$ cat src/hdl/vtgd_pkg.sv
`default_nettype none
// ----------------------------------------------------------------------------
// vtgd_pkg
// Shared types and codes for the vector tile geometry decoder.
// ----------------------------------------------------------------------------
package vtgd_pkg;

  // Command ids carried in bits 2..0 of a command word
  localparam logic [2:0] CMD_MOVE_TO    = 3'd1;
  localparam logic [2:0] CMD_LINE_TO    = 3'd2;
  localparam logic [2:0] CMD_CLOSE_PATH = 3'd7;

  localparam int WORD_W  = 32;
  localparam int COUNT_W = WORD_W - 3;
  localparam int ACC_W   = WORD_W + 2;

  // Result status codes
  typedef enum logic [1:0] {
    STATUS_OK          = 2'd0,
    STATUS_UNKNOWN_CMD = 2'd1,
    STATUS_OUT_OF_RANGE = 2'd2,
    STATUS_TRUNCATED   = 2'd3
  } status_t;

  // One result beat
  typedef struct packed {
    logic signed [WORD_W-1:0] point_x;
    logic signed [WORD_W-1:0] point_y;
    logic                     starts_path;
    logic                     closes_path;
    status_t                  status;
    logic                     last;
  } result_t;

endpackage
`default_nettype wire

$ cat src/hdl/vtgd_step.sv
`default_nettype none
// ----------------------------------------------------------------------------
// vtgd_step
// Decoder state and the per-word update for one geometry word.
// ----------------------------------------------------------------------------
module vtgd_step (
  input  wire logic                             clk,
  input  wire logic                             rst,
  input  wire logic                             accept,
  input  wire logic [vtgd_pkg::WORD_W-1:0]      word,
  input  wire logic                             end_of_stream,
  output logic                                  res_valid,
  output vtgd_pkg::result_t                     res
);

  logic [2:0]                          command_id;
  logic [2:0]                          command_id_next;
  logic [vtgd_pkg::COUNT_W-1:0]        remaining_count;
  logic [vtgd_pkg::COUNT_W-1:0]        remaining_count_next;
  logic                                awaiting_y;
  logic                                awaiting_y_next;
  logic signed [vtgd_pkg::ACC_W-1:0]   acc_x;
  logic signed [vtgd_pkg::ACC_W-1:0]   acc_x_next;
  logic signed [vtgd_pkg::ACC_W-1:0]   acc_y;
  logic signed [vtgd_pkg::ACC_W-1:0]   acc_y_next;
  logic [vtgd_pkg::WORD_W-1:0]         path_first_x;
  logic [vtgd_pkg::WORD_W-1:0]         path_first_y;
  logic                                first_load;
  logic                                path_nonempty;
  logic                                path_nonempty_next;
  logic                                failed;
  logic                                failed_next;

  logic [2:0]                          cmd_id;
  logic [vtgd_pkg::COUNT_W-1:0]        cmd_count;
  logic [vtgd_pkg::WORD_W-1:0]         zz_word;
  logic signed [vtgd_pkg::ACC_W-1:0]   delta;
  logic signed [vtgd_pkg::ACC_W-1:0]   sum_x;
  logic signed [vtgd_pkg::ACC_W-1:0]   sum_y;
  logic                                x_fits;
  logic                                y_fits;
  logic                                starts;

  // Split the command word and zigzag-decode the parameter word
  assign cmd_id    = word[2:0];
  assign cmd_count = word[vtgd_pkg::WORD_W-1:3];
  assign zz_word   = {1'b0, word[vtgd_pkg::WORD_W-1:1]} ^ {vtgd_pkg::WORD_W{word[0]}};
  assign delta     = {{(vtgd_pkg::ACC_W - vtgd_pkg::WORD_W){zz_word[vtgd_pkg::WORD_W-1]}},
                      zz_word};
  assign sum_x     = acc_x + delta;
  assign sum_y     = acc_y + delta;

  // A coordinate fits in 32 signed bits when its top three bits agree
  assign x_fits = (acc_x[vtgd_pkg::ACC_W-1:vtgd_pkg::WORD_W-1] == 3'b000) ||
                  (acc_x[vtgd_pkg::ACC_W-1:vtgd_pkg::WORD_W-1] == 3'b111);
  assign y_fits = (sum_y[vtgd_pkg::ACC_W-1:vtgd_pkg::WORD_W-1] == 3'b000) ||
                  (sum_y[vtgd_pkg::ACC_W-1:vtgd_pkg::WORD_W-1] == 3'b111);
  assign starts = (command_id == vtgd_pkg::CMD_MOVE_TO) && path_nonempty;

  // Next state and result for the word on the input
  always_comb begin
    command_id_next      = command_id;
    remaining_count_next = remaining_count;
    awaiting_y_next      = awaiting_y;
    acc_x_next           = acc_x;
    acc_y_next           = acc_y;
    path_nonempty_next   = path_nonempty;
    failed_next          = failed;
    first_load           = 1'b0;
    res_valid            = 1'b0;
    res                  = '0;
    res.last             = end_of_stream;

    if (failed) begin
      // drop the word
    end else if (remaining_count == '0) begin
      command_id_next = cmd_id;
      unique case (cmd_id) inside
        vtgd_pkg::CMD_MOVE_TO, vtgd_pkg::CMD_LINE_TO: begin
          remaining_count_next = cmd_count;
          awaiting_y_next      = 1'b0;
          if (end_of_stream && (cmd_count != '0)) begin
            res_valid  = 1'b1;
            res.status = vtgd_pkg::STATUS_TRUNCATED;
          end
        end
        vtgd_pkg::CMD_CLOSE_PATH: begin
          remaining_count_next = '0;
          if (path_nonempty) begin
            res_valid       = 1'b1;
            res.point_x     = path_first_x;
            res.point_y     = path_first_y;
            res.closes_path = 1'b1;
          end
        end
        default: begin
          failed_next = 1'b1;
          res_valid   = 1'b1;
          res.status  = vtgd_pkg::STATUS_UNKNOWN_CMD;
        end
      endcase
    end else if (!awaiting_y) begin
      acc_x_next      = sum_x;
      awaiting_y_next = 1'b1;
      if (end_of_stream) begin
        res_valid  = 1'b1;
        res.status = vtgd_pkg::STATUS_TRUNCATED;
      end
    end else begin
      acc_y_next           = sum_y;
      awaiting_y_next      = 1'b0;
      remaining_count_next = remaining_count - {{(vtgd_pkg::COUNT_W-1){1'b0}}, 1'b1};
      res_valid            = 1'b1;
      if (!x_fits || !y_fits) begin
        failed_next = 1'b1;
        res.status  = vtgd_pkg::STATUS_OUT_OF_RANGE;
      end else begin
        first_load         = starts || !path_nonempty;
        path_nonempty_next = 1'b1;
        res.point_x        = acc_x[vtgd_pkg::WORD_W-1:0];
        res.point_y        = sum_y[vtgd_pkg::WORD_W-1:0];
        res.starts_path    = starts;
      end
    end

    // Clear everything after the feature's last word
    if (end_of_stream) begin
      command_id_next      = vtgd_pkg::CMD_MOVE_TO;
      remaining_count_next = '0;
      awaiting_y_next      = 1'b0;
      acc_x_next           = '0;
      acc_y_next           = '0;
      path_nonempty_next   = 1'b0;
      failed_next          = 1'b0;
    end
  end

  // Decoder control state
  always_ff @(posedge clk) begin
    if (rst) begin
      command_id      <= vtgd_pkg::CMD_MOVE_TO;
      remaining_count <= '0;
      awaiting_y      <= 1'b0;
      acc_x           <= '0;
      acc_y           <= '0;
      path_nonempty   <= 1'b0;
      failed          <= 1'b0;
    end else if (accept) begin
      command_id      <= command_id_next;
      remaining_count <= remaining_count_next;
      awaiting_y      <= awaiting_y_next;
      acc_x           <= acc_x_next;
      acc_y           <= acc_y_next;
      path_nonempty   <= path_nonempty_next;
      failed          <= failed_next;
    end
  end

  // Capture the first point of a path
  always_ff @(posedge clk) begin
    if (accept && first_load) begin
      path_first_x <= acc_x[vtgd_pkg::WORD_W-1:0];
      path_first_y <= sum_y[vtgd_pkg::WORD_W-1:0];
    end
  end

endmodule
`default_nettype wire

$ cat src/hdl/vtgd_out_buf.sv
`default_nettype none
// ----------------------------------------------------------------------------
// vtgd_out_buf
// Output register with a skid stage so the input side keeps going while one
// result beat waits on out_ready.
// ----------------------------------------------------------------------------
module vtgd_out_buf (
  input  wire logic              clk,
  input  wire logic              rst,
  input  wire logic              push,
  input  vtgd_pkg::result_t      push_data,
  output logic                   space,
  output logic                   out_valid,
  input  wire logic              out_ready,
  output vtgd_pkg::result_t      out_data
);

  logic              skid_valid;
  vtgd_pkg::result_t skid_data;
  logic              pop;

  assign pop   = out_valid && out_ready;
  assign space = !skid_valid;

  // Track occupancy of the output and skid registers
  always_ff @(posedge clk) begin
    if (rst) begin
      out_valid  <= 1'b0;
      skid_valid <= 1'b0;
    end else if (skid_valid) begin
      if (pop) begin
        skid_valid <= 1'b0;
      end
    end else if (push) begin
      if (out_valid && !pop) begin
        skid_valid <= 1'b1;
      end else begin
        out_valid <= 1'b1;
      end
    end else if (pop) begin
      out_valid <= 1'b0;
    end
  end

  // Move payload beats
  always_ff @(posedge clk) begin
    if (skid_valid) begin
      if (pop) begin
        out_data <= skid_data;
      end
    end else if (push) begin
      if (out_valid && !pop) begin
        skid_data <= push_data;
      end else begin
        out_data <= push_data;
      end
    end
  end

endmodule
`default_nettype wire

$ cat src/hdl/vector_tile_geometry_decoder.sv
// A result beat is registered into the output buffer when its word is accepted.
// Throughput: one word per cycle while in_ready is high; in_ready drops while the skid register is full.
// A two-beat output buffer keeps in_ready high while one result waits on out_ready.
// Reset (rst, synchronous): decoder state returns to MoveTo with empty path, no error,
// and the output buffer empties; stored path start point is not cleared.
`default_nettype none
// ----------------------------------------------------------------------------
// vector_tile_geometry_decoder
// Decodes vector-tile geometry words into absolute points with path marks.
// ----------------------------------------------------------------------------
module vector_tile_geometry_decoder (
  input  wire logic                         clk,
  input  wire logic                         rst,
  input  wire logic                         in_valid,
  output logic                              in_ready,
  input  wire logic [31:0]                  word,
  input  wire logic                         end_of_stream,
  output logic                              out_valid,
  input  wire logic                         out_ready,
  output logic signed [31:0]                point_x,
  output logic signed [31:0]                point_y,
  output logic                              starts_path,
  output logic                              closes_path,
  output logic [1:0]                        status,
  output logic                              last
);

  logic              accept;
  logic              res_valid;
  vtgd_pkg::result_t res;
  vtgd_pkg::result_t out_data;

  assign accept = in_valid && in_ready;

  // Per-word decode and state update
  vtgd_step u_step (
    .clk           (clk),
    .rst           (rst),
    .accept        (accept),
    .word          (word),
    .end_of_stream (end_of_stream),
    .res_valid     (res_valid),
    .res           (res)
  );

  // Hold result beats until taken
  vtgd_out_buf u_out_buf (
    .clk       (clk),
    .rst       (rst),
    .push      (accept && res_valid),
    .push_data (res),
    .space     (in_ready),
    .out_valid (out_valid),
    .out_ready (out_ready),
    .out_data  (out_data)
  );

  assign point_x     = out_data.point_x;
  assign point_y     = out_data.point_y;
  assign starts_path = out_data.starts_path;
  assign closes_path = out_data.closes_path;
  assign status      = out_data.status;
  assign last        = out_data.last;

endmodule
`default_nettype wire

$ cat config.mk
export PLATFORM = sky130hd
export DESIGN_NAME = vector_tile_geometry_decoder
export DESIGN_NICKNAME = d
export VERILOG_FILES = /design/src/hdl/vtgd_pkg.sv /design/src/hdl/vtgd_step.sv /design/src/hdl/vtgd_out_buf.sv /design/src/hdl/vector_tile_geometry_decoder.sv
export SDC_FILE = /design/constraint.sdc
export NUM_CORES = 1
export LEC_CHECK = 0
export BUFFER_PORTS_ARGS = -buffer_cell sky130_fd_sc_hd__buf_2
export CAP_MARGIN = 20
export CORE_AREA = 4 4 174 176
export DETAILED_ROUTE_END_ITERATION = 12
export DIE_AREA = 0 0 178 180
export HOLD_SLACK_MARGIN = 0.03
export PLACE_DENSITY_LB_ADDON = 0.12
export SETUP_SLACK_MARGIN = 0.4
export SLEW_MARGIN = 20
export SYNTH_ARGS = -nofsm -noshare
export SYNTH_HDL_FRONTEND = slang
export SYNTH_SLANG_ARGS = --single-unit
$ cat constraint.sdc
create_clock -name clk -period 9.9 [get_ports clk]
set_clock_uncertainty 0.2 [all_clocks]
set_input_delay 1.485 -clock clk [delete_from_list [all_inputs] [get_ports clk]]
set_output_delay 1.485 -clock clk [all_outputs]
set_load 0.005 [all_outputs]
; ---- Word level (Yosys, flattened, before mapping)
; Index checks and enable logic that the tools add are counted.
[totals]
reg_bits = 307
out_inout_bits = 71
elab_cells = 148
inputBits = 37
[classes]
bitwise_logic = 2
reduce_logical = 36
mux = 69
eq_ne = 15
n_addsub = 3
[op_table]
columns = cell, count
row1 = 69-bit 2-to-1 mux, 4
row2 = 34-bit 2-to-1 mux, 8
row3 = 64-bit 2-to-1 mux, 3
row4 = 65-bit 2-to-1 mux, 2
row5 = 29-bit 2-to-1 mux, 4
row6 = 34-bit by 32-bit adder with 34-bit output, 2
row7 = 68-bit 2-to-1 mux, 1
row8 = 29-bit one-hot mux with 2 select lines, 1
row9 = 1-bit 2-to-1 mux, 36
row10 = 31-bit by 32-bit bitwise XOR with 32-bit output, 1
row11 = 29-bit zero test, 1
row12 = 29-bit nonzero test, 1
row13 = 29-bit by 1-bit subtractor with 29-bit output (second input constant), 1
row14 = 3-bit AND reduction, 5
row15 = 2-bit != test (second input constant), 6
row16 = 4-bit AND reduction, 3
row17 = 2-bit 2-to-1 mux, 5
row18 = 3-bit equality test (second input constant), 3
row19 = 3-bit 2-to-1 mux, 3
row20 = 2-bit nonzero test, 4
row21 = 1-bit logical AND, 7
row22 = 3-bit by 1-bit equality test with 1-bit output (second input constant), 2
row23 = 3-bit zero test, 2
row24 = 1-bit zero test, 5
row25 = other kinds (12), 15

; ---- Depth between registers and ports, before layout
[logic_depth]
depth_word = 13
depth_mapped = 18
depth_no_buf = 16

; ---- Modules after synthesis
; Synthesis repeated with hierarchy kept, for this count alone.
[hier_totals]
cells_unflattened = 1431
area_unflattened_um2 = 15941.5
[by_module_without_submodules]
columns = mod, seq_area_each_um2, instances, cells_per_inst, area_each_um2
row1 = vtgd_step, 3983.8, 1, 1201, 10819.1
row2 = vtgd_out_buf, 4184.0, 1, 228, 5109.9
row3 = vector_tile_geometry_decoder, 0.0, 1, 2, 12.5

; ---- Worst setup path before layout
; No wires, ideal clock.
[synth_timing]
path_type = input-to-reg
startpoint = input port word[0]
endpoint = register u_step.path_first_x[0] in the netlist's numbering (enable)
setup_ns = 0.429
cell_stages = 15
t_required_ns = 9.271
n_path_buf = 4
arrival_time_ns = 6.461
setup_slack_ns = 2.810
cell_sequence = clkbuf_1 > buf_1 > xor2_1 > ha_1 > a211oi_1 > o211ai_1 > a41oi_1 > a311oi_1 > a221o_1 > a211oi_1 > nand3_1 > a21oi_2 > buf_6 > buf_6 > and3_1
[synth_between]
elab_chain_len = 11
word_cells_on_any_way = 12
classes_between = 1 x add/sub / 1 x eq/ne / 4 x mux / 1 x bitwise / 5 x reduce/logical
[synth_lines]
columns = element, line_no
row1 = start: declaration, vector_tile_geometry_decoder.sv:16  ; input wire logic [31:0] word,
row2 = 31-bit by 32-bit bitwise XOR with 32-bit output *, vtgd_step.sv:47  ; assign zz_word = {1'b0, word[vtgd_pkg::WORD_W-1:1]} ^ {vtgd_pkg::WORD_W{word[0]}};
row3 = 34-bit by 32-bit adder with 34-bit output *, vtgd_step.sv:51  ; assign sum_y = acc_y + delta;
row4 = 3-bit equality test or 3-bit zero test (tied branches), "vtgd_step.sv:57, vtgd_step.sv:56"
row5 = 1-bit logical OR *, vtgd_step.sv:56  ; assign y_fits = (sum_y[vtgd_pkg::ACC_W-1:vtgd_pkg::WORD_W-1] == 3'b000) ||
row6 = 1-bit zero test *, vtgd_step.sv:114  ; if (!x_fits || !y_fits) begin
row7 = 1-bit logical OR *, vtgd_step.sv:114
row8 = 1-bit 2-to-1 mux *, vtgd_step.sv:114
row9 = 1-bit 2-to-1 mux *, vtgd_step.sv:102  ; end else if (!awaiting_y) begin
row10 = 1-bit 2-to-1 mux *, vtgd_step.sv:76  ; end else if (remaining_count == '0) begin
row11 = 1-bit 2-to-1 mux *, vtgd_step.sv:74  ; if (failed) begin
row12 = 1-bit logical AND *, vtgd_step.sv:161  ; if (accept && first_load) begin
row13 = end signal: assignment, vtgd_step.sv:162  ; path_first_x <= acc_x[vtgd_pkg::WORD_W-1:0];
row14 = end: declaration, vtgd_step.sv:26  ; logic [vtgd_pkg::WORD_W-1:0] path_first_x;
; Every way passes the cells marked *; elsewhere a longest branch is shown, timed or not.
; A chain may end at the register's enable or synchronous reset.

; ---- Worst setup path after layout
[layout_timing]
startpoint = input port word[0]
endpoint = register u_step.path_first_x[7] in the netlist's numbering (enable)
; Same word-level chain as after synthesis.

==> results.py <==
metrics = {
    "run_status": {
        "status": "completed",
    },
    "logic_synthesis": {
        "synth_warnings": 0,
        "synth-adder-area-share": 0.0577,
        "synth_top_family_by_area": "compound AO/OA/AOI/OAI gates",
        "synth_nets": 1551,
        "netlist_area_mm2": 0.0159,
        "synth_area_leader_cell": "edfxtp_1",
        "ys_seq_area_frac": 0.515,
        "synthTopCellsByArea": "edfxtp_1 (38%), dfxtp_1 (13%), ha_1 (5.5%)",
        "postSynthAreaPerCell_um2": 11.0,
        "synth_compound_area_frac": 0.185,
        "ys_ff_latch": 307,
        "synthArstFlopShare": 0,
        "synth-simple-area-share": 0.110,
        "yosys.area_share.xor_xnor": 0.0536,
        "synth_cell_type_count": 73,
        "synthCells": 1442,
        "synthMuxAreaShare": 0.0481,
        "synth-edff-count": 202,
        "yosysTopAreaCellShare": 0.382,
        "synth_flop_cell": "edfxtp_1",
    },
    "setup_path": {
        "slowest_delay_ns": 0.87,
        "setup.worst_path.class": "input pin to register",
        "end_kind": "register",
        "arrival_ns": 6.47,
        "path_cells": "buf_2 -> buf_12 -> inv_1 -> ha_1 -> inv_1 -> ha_1 -> a211oi_1 -> o211ai_1 -> a41oi_1 -> a311oi_1 -> a221o_1 -> a211oi_1 -> nand3_1 -> a21oi_4 -> and3_2 -> buf_4",
        "crit_slowest_cell": "and3_2",
        "cp.required_ns": 9.88,
        "path_max_fanout": 36,
        "startpoint_type": "input pin",
    },
    "cells_and_area": {
        "seqCellArea_mm2": 0.00817,
        "drive_above_1_share": 0.170,
        "nets": 1636,
        "layout_common_cells": "edfxtp_1 (202), nor2_1 (138), buf_2 (107), dfxtp_1 (105), a21oi_1 (90)",
        "multiInputGateArea_mm2": 0.00724,
        "area_growth_pct": 12.1,
        "fillerInstances": 2302,
        "diodes": 0,
        "final_common_cell": "edfxtp_1",
        "final_util": 0.621,
    },
    "floorplan": {
        "core_area_mm2": 0.0286,
        "die_w_um": 178,
        "die_h_um": 180,
        "row_count": 62,
        "ioPinCount": 108,
        "initial_core_util": 0.554,
        "die_area_mm2": 0.0320,
    },
    "pwr": {
        "p_sw_frac": 0.304,
        "switching_power_w": 0.00109,
        "combPwrFrac": 0.230,
        "pwr-share-clk": 0.334,
        "powerDensity_mw_per_mm2": 201,
        "ir_drop_mv": 0.152,
        "seq_power_share": 0.436,
        "leakagePower_nw": 7.02,
        "cellInternalPower_w": 0.00249,
    },
    "clock_network": {
        "cts_tree": "done",
        "clk_pin_slew_ns": 0.06,
        "cts_setup_buffers": 0,
        "cts_buffers": 34,
        "post_cts_resized": 0,
        "clockBufferDepth": 3,
        "clock_latency_ns": 0.52,
        "ctsHtreeMaxLevel": 2,
        "root_buffer": "clkbuf_16",
        "cts_hold_buffers": 0,
        "cts_sinks": 307,
    },
    "global_routing": {
        "grt_overflow": 0,
        "grt_pass1_vias": 11300,
        "grt_antenna_before_repair": 0,
        "grt_pass1_wl_um": 61200,
        "grt_max_degree": 66,
        "grtUsageTotal": 0.233,
    },
    "drt": {
        "ant_nets": 0,
        "num_vias": 11800,
        "drt_first_iter_violations": 938,
        "wl_per_cell_um": 19.7,
        "drtPass1Iterations": 6,
        "wirelength_um": 38100,
        "drc_errors": 0,
        "viasPerCell": 6.11,
    },
    "timing": {
        "finalCritPeriodShare": 0.655,
        "grt_setup_unrepaired": "no",
        "setup_tns_ns": 0,
        "setup_violations": 0,
        "final.setup.worst_slack_ns": 3.41,
        "final-hold-violation-count": 0,
        "max_slew.worst_pin.slew_ns": 1.02,
        "layout_min_cycle_time_ns": 6.49,
        "finalMaxSlewViolations": 0,
        "clock.fmax_mhz": 154,
        "relSlewSlack": 0.321,
    },
    "placed_design": {
        "post-place-ws_ns": 2.49,
        "io_buffers": 107,
        "dp_hpwl_um": 26800,
        "place_congestion": 0.952,
    },
    "run": {
        "cap_violations": 0,
    },
    "worst_hold_path": {
        "hold_path_class": "register to register",
    },
}
-- power groups by stage --
stage	Combinational, W	Sequential [W]	Clock (W)
floorplan	0.000590	0.00158	0
global placement	0.000800	0.00158	0
detailed placement	0.000812	0.00158	0
CTS	0.000818	0.00156	0.00122
global route	0.000911	0.00157	0.00128
finish	0.000823	0.00156	0.00119
-- registers in the layout, summed over array words and instances, names as in the netlist, 3 cells and up --
signal and flops:
u_out_buf.out_data 69, u_out_buf.skid_data 69, u_step.acc_x 34, u_step.acc_y 34, u_step.path_first_x 32, u_step.path_first_y 32
u_step.remaining_count 29, u_step.command_id 3
-- cells in the mapped netlist (35+ instances only) --
library cell and n:
dfxtp_1 105, xnor2_1 38, a22oi_1 62, o21ai_0 60, mux2_2 66, ha_1 70
nand2_1 81, nor3_1 39, clkbuf_1 44, a22o_1 74, edfxtp_1 202, xor2_1 59
a21oi_1 90, nor2_1 138, inv_1 35
-- logic make-up after synthesis --
kind of cell | Yosys count
flip-flops | 307
multiplexers | 68
AND/OR/NAND/NOR | 365
buffers and inverters | 111
adder cells (fa/ha/maj) | 72
AO/OA/AOI/OAI | 422
XOR/XNOR | 97
-- layer usage --
metal / part of all wire / GRT usage / vias to the layer above / routed length [um]
met5: 0 / 0 / - / 0
met4: 0.024 / 0.0665 / 0 / 926
met3: 0.069 / 0.0353 / 70 / 2640
met2: 0.44 / 0.354 / 403 / 16800
met1: 0.47 / 0.349 / 5729 / 17800
li1: - / - / 5633 / -
-- layout make-up --
class	instances	share of cell area
multi-input cells	1024	0.408
flip-flops and latches	307	0.460
repair buffers	124	0.0380
clock buffers	45	0.0537
clock inverters	17	0.00655
inverters	36	0.00760
well taps	384	0.0270
-- worst max-delay path: cells and delay by family --
kind / cells / cell delay, ns
AND/OR/NAND/NOR: 2 / 1.10
buffers and inverters: 5 / 1.31
AO/OA/AOI/OAI: 7 / 1.98
adder cells (fa/ha/maj): 2 / 0.55
-- final timing paths --
kind / endpoint / slack (ns) / startpoint / cells after the start
worst max-delay path: u_step.path_first_x[7] / 3.41 / word[0] / 16
worst min-delay path: u_step.remaining_count[24] / 0.29 / u_step.remaining_count[24] / 2
worst max register to register: u_step.path_first_x[7] / 5.10 / u_step.acc_y[1] / 11
worst min register to register: u_step.remaining_count[24] / 0.29 / u_step.remaining_count[24] / 2
-- per-stage QoR --
stage / hold WS [ns] / power, W / cell area (um2) / cells
after floorplan: 0.249 / 0.00217 / 15900 / 1442
final: 0.286 / 0.00357 / 17800 / 1937
after global routing: 0.305 / 0.00376 / 17800 / 1937
after detailed placement: 0.278 / 0.00240 / 16700 / 1874
after CTS: 0.286 / 0.00359 / 17800 / 1936
after global placement: 0.259 / 0.00238 / 16700 / 1874
(Power assumes the default switching activity.)
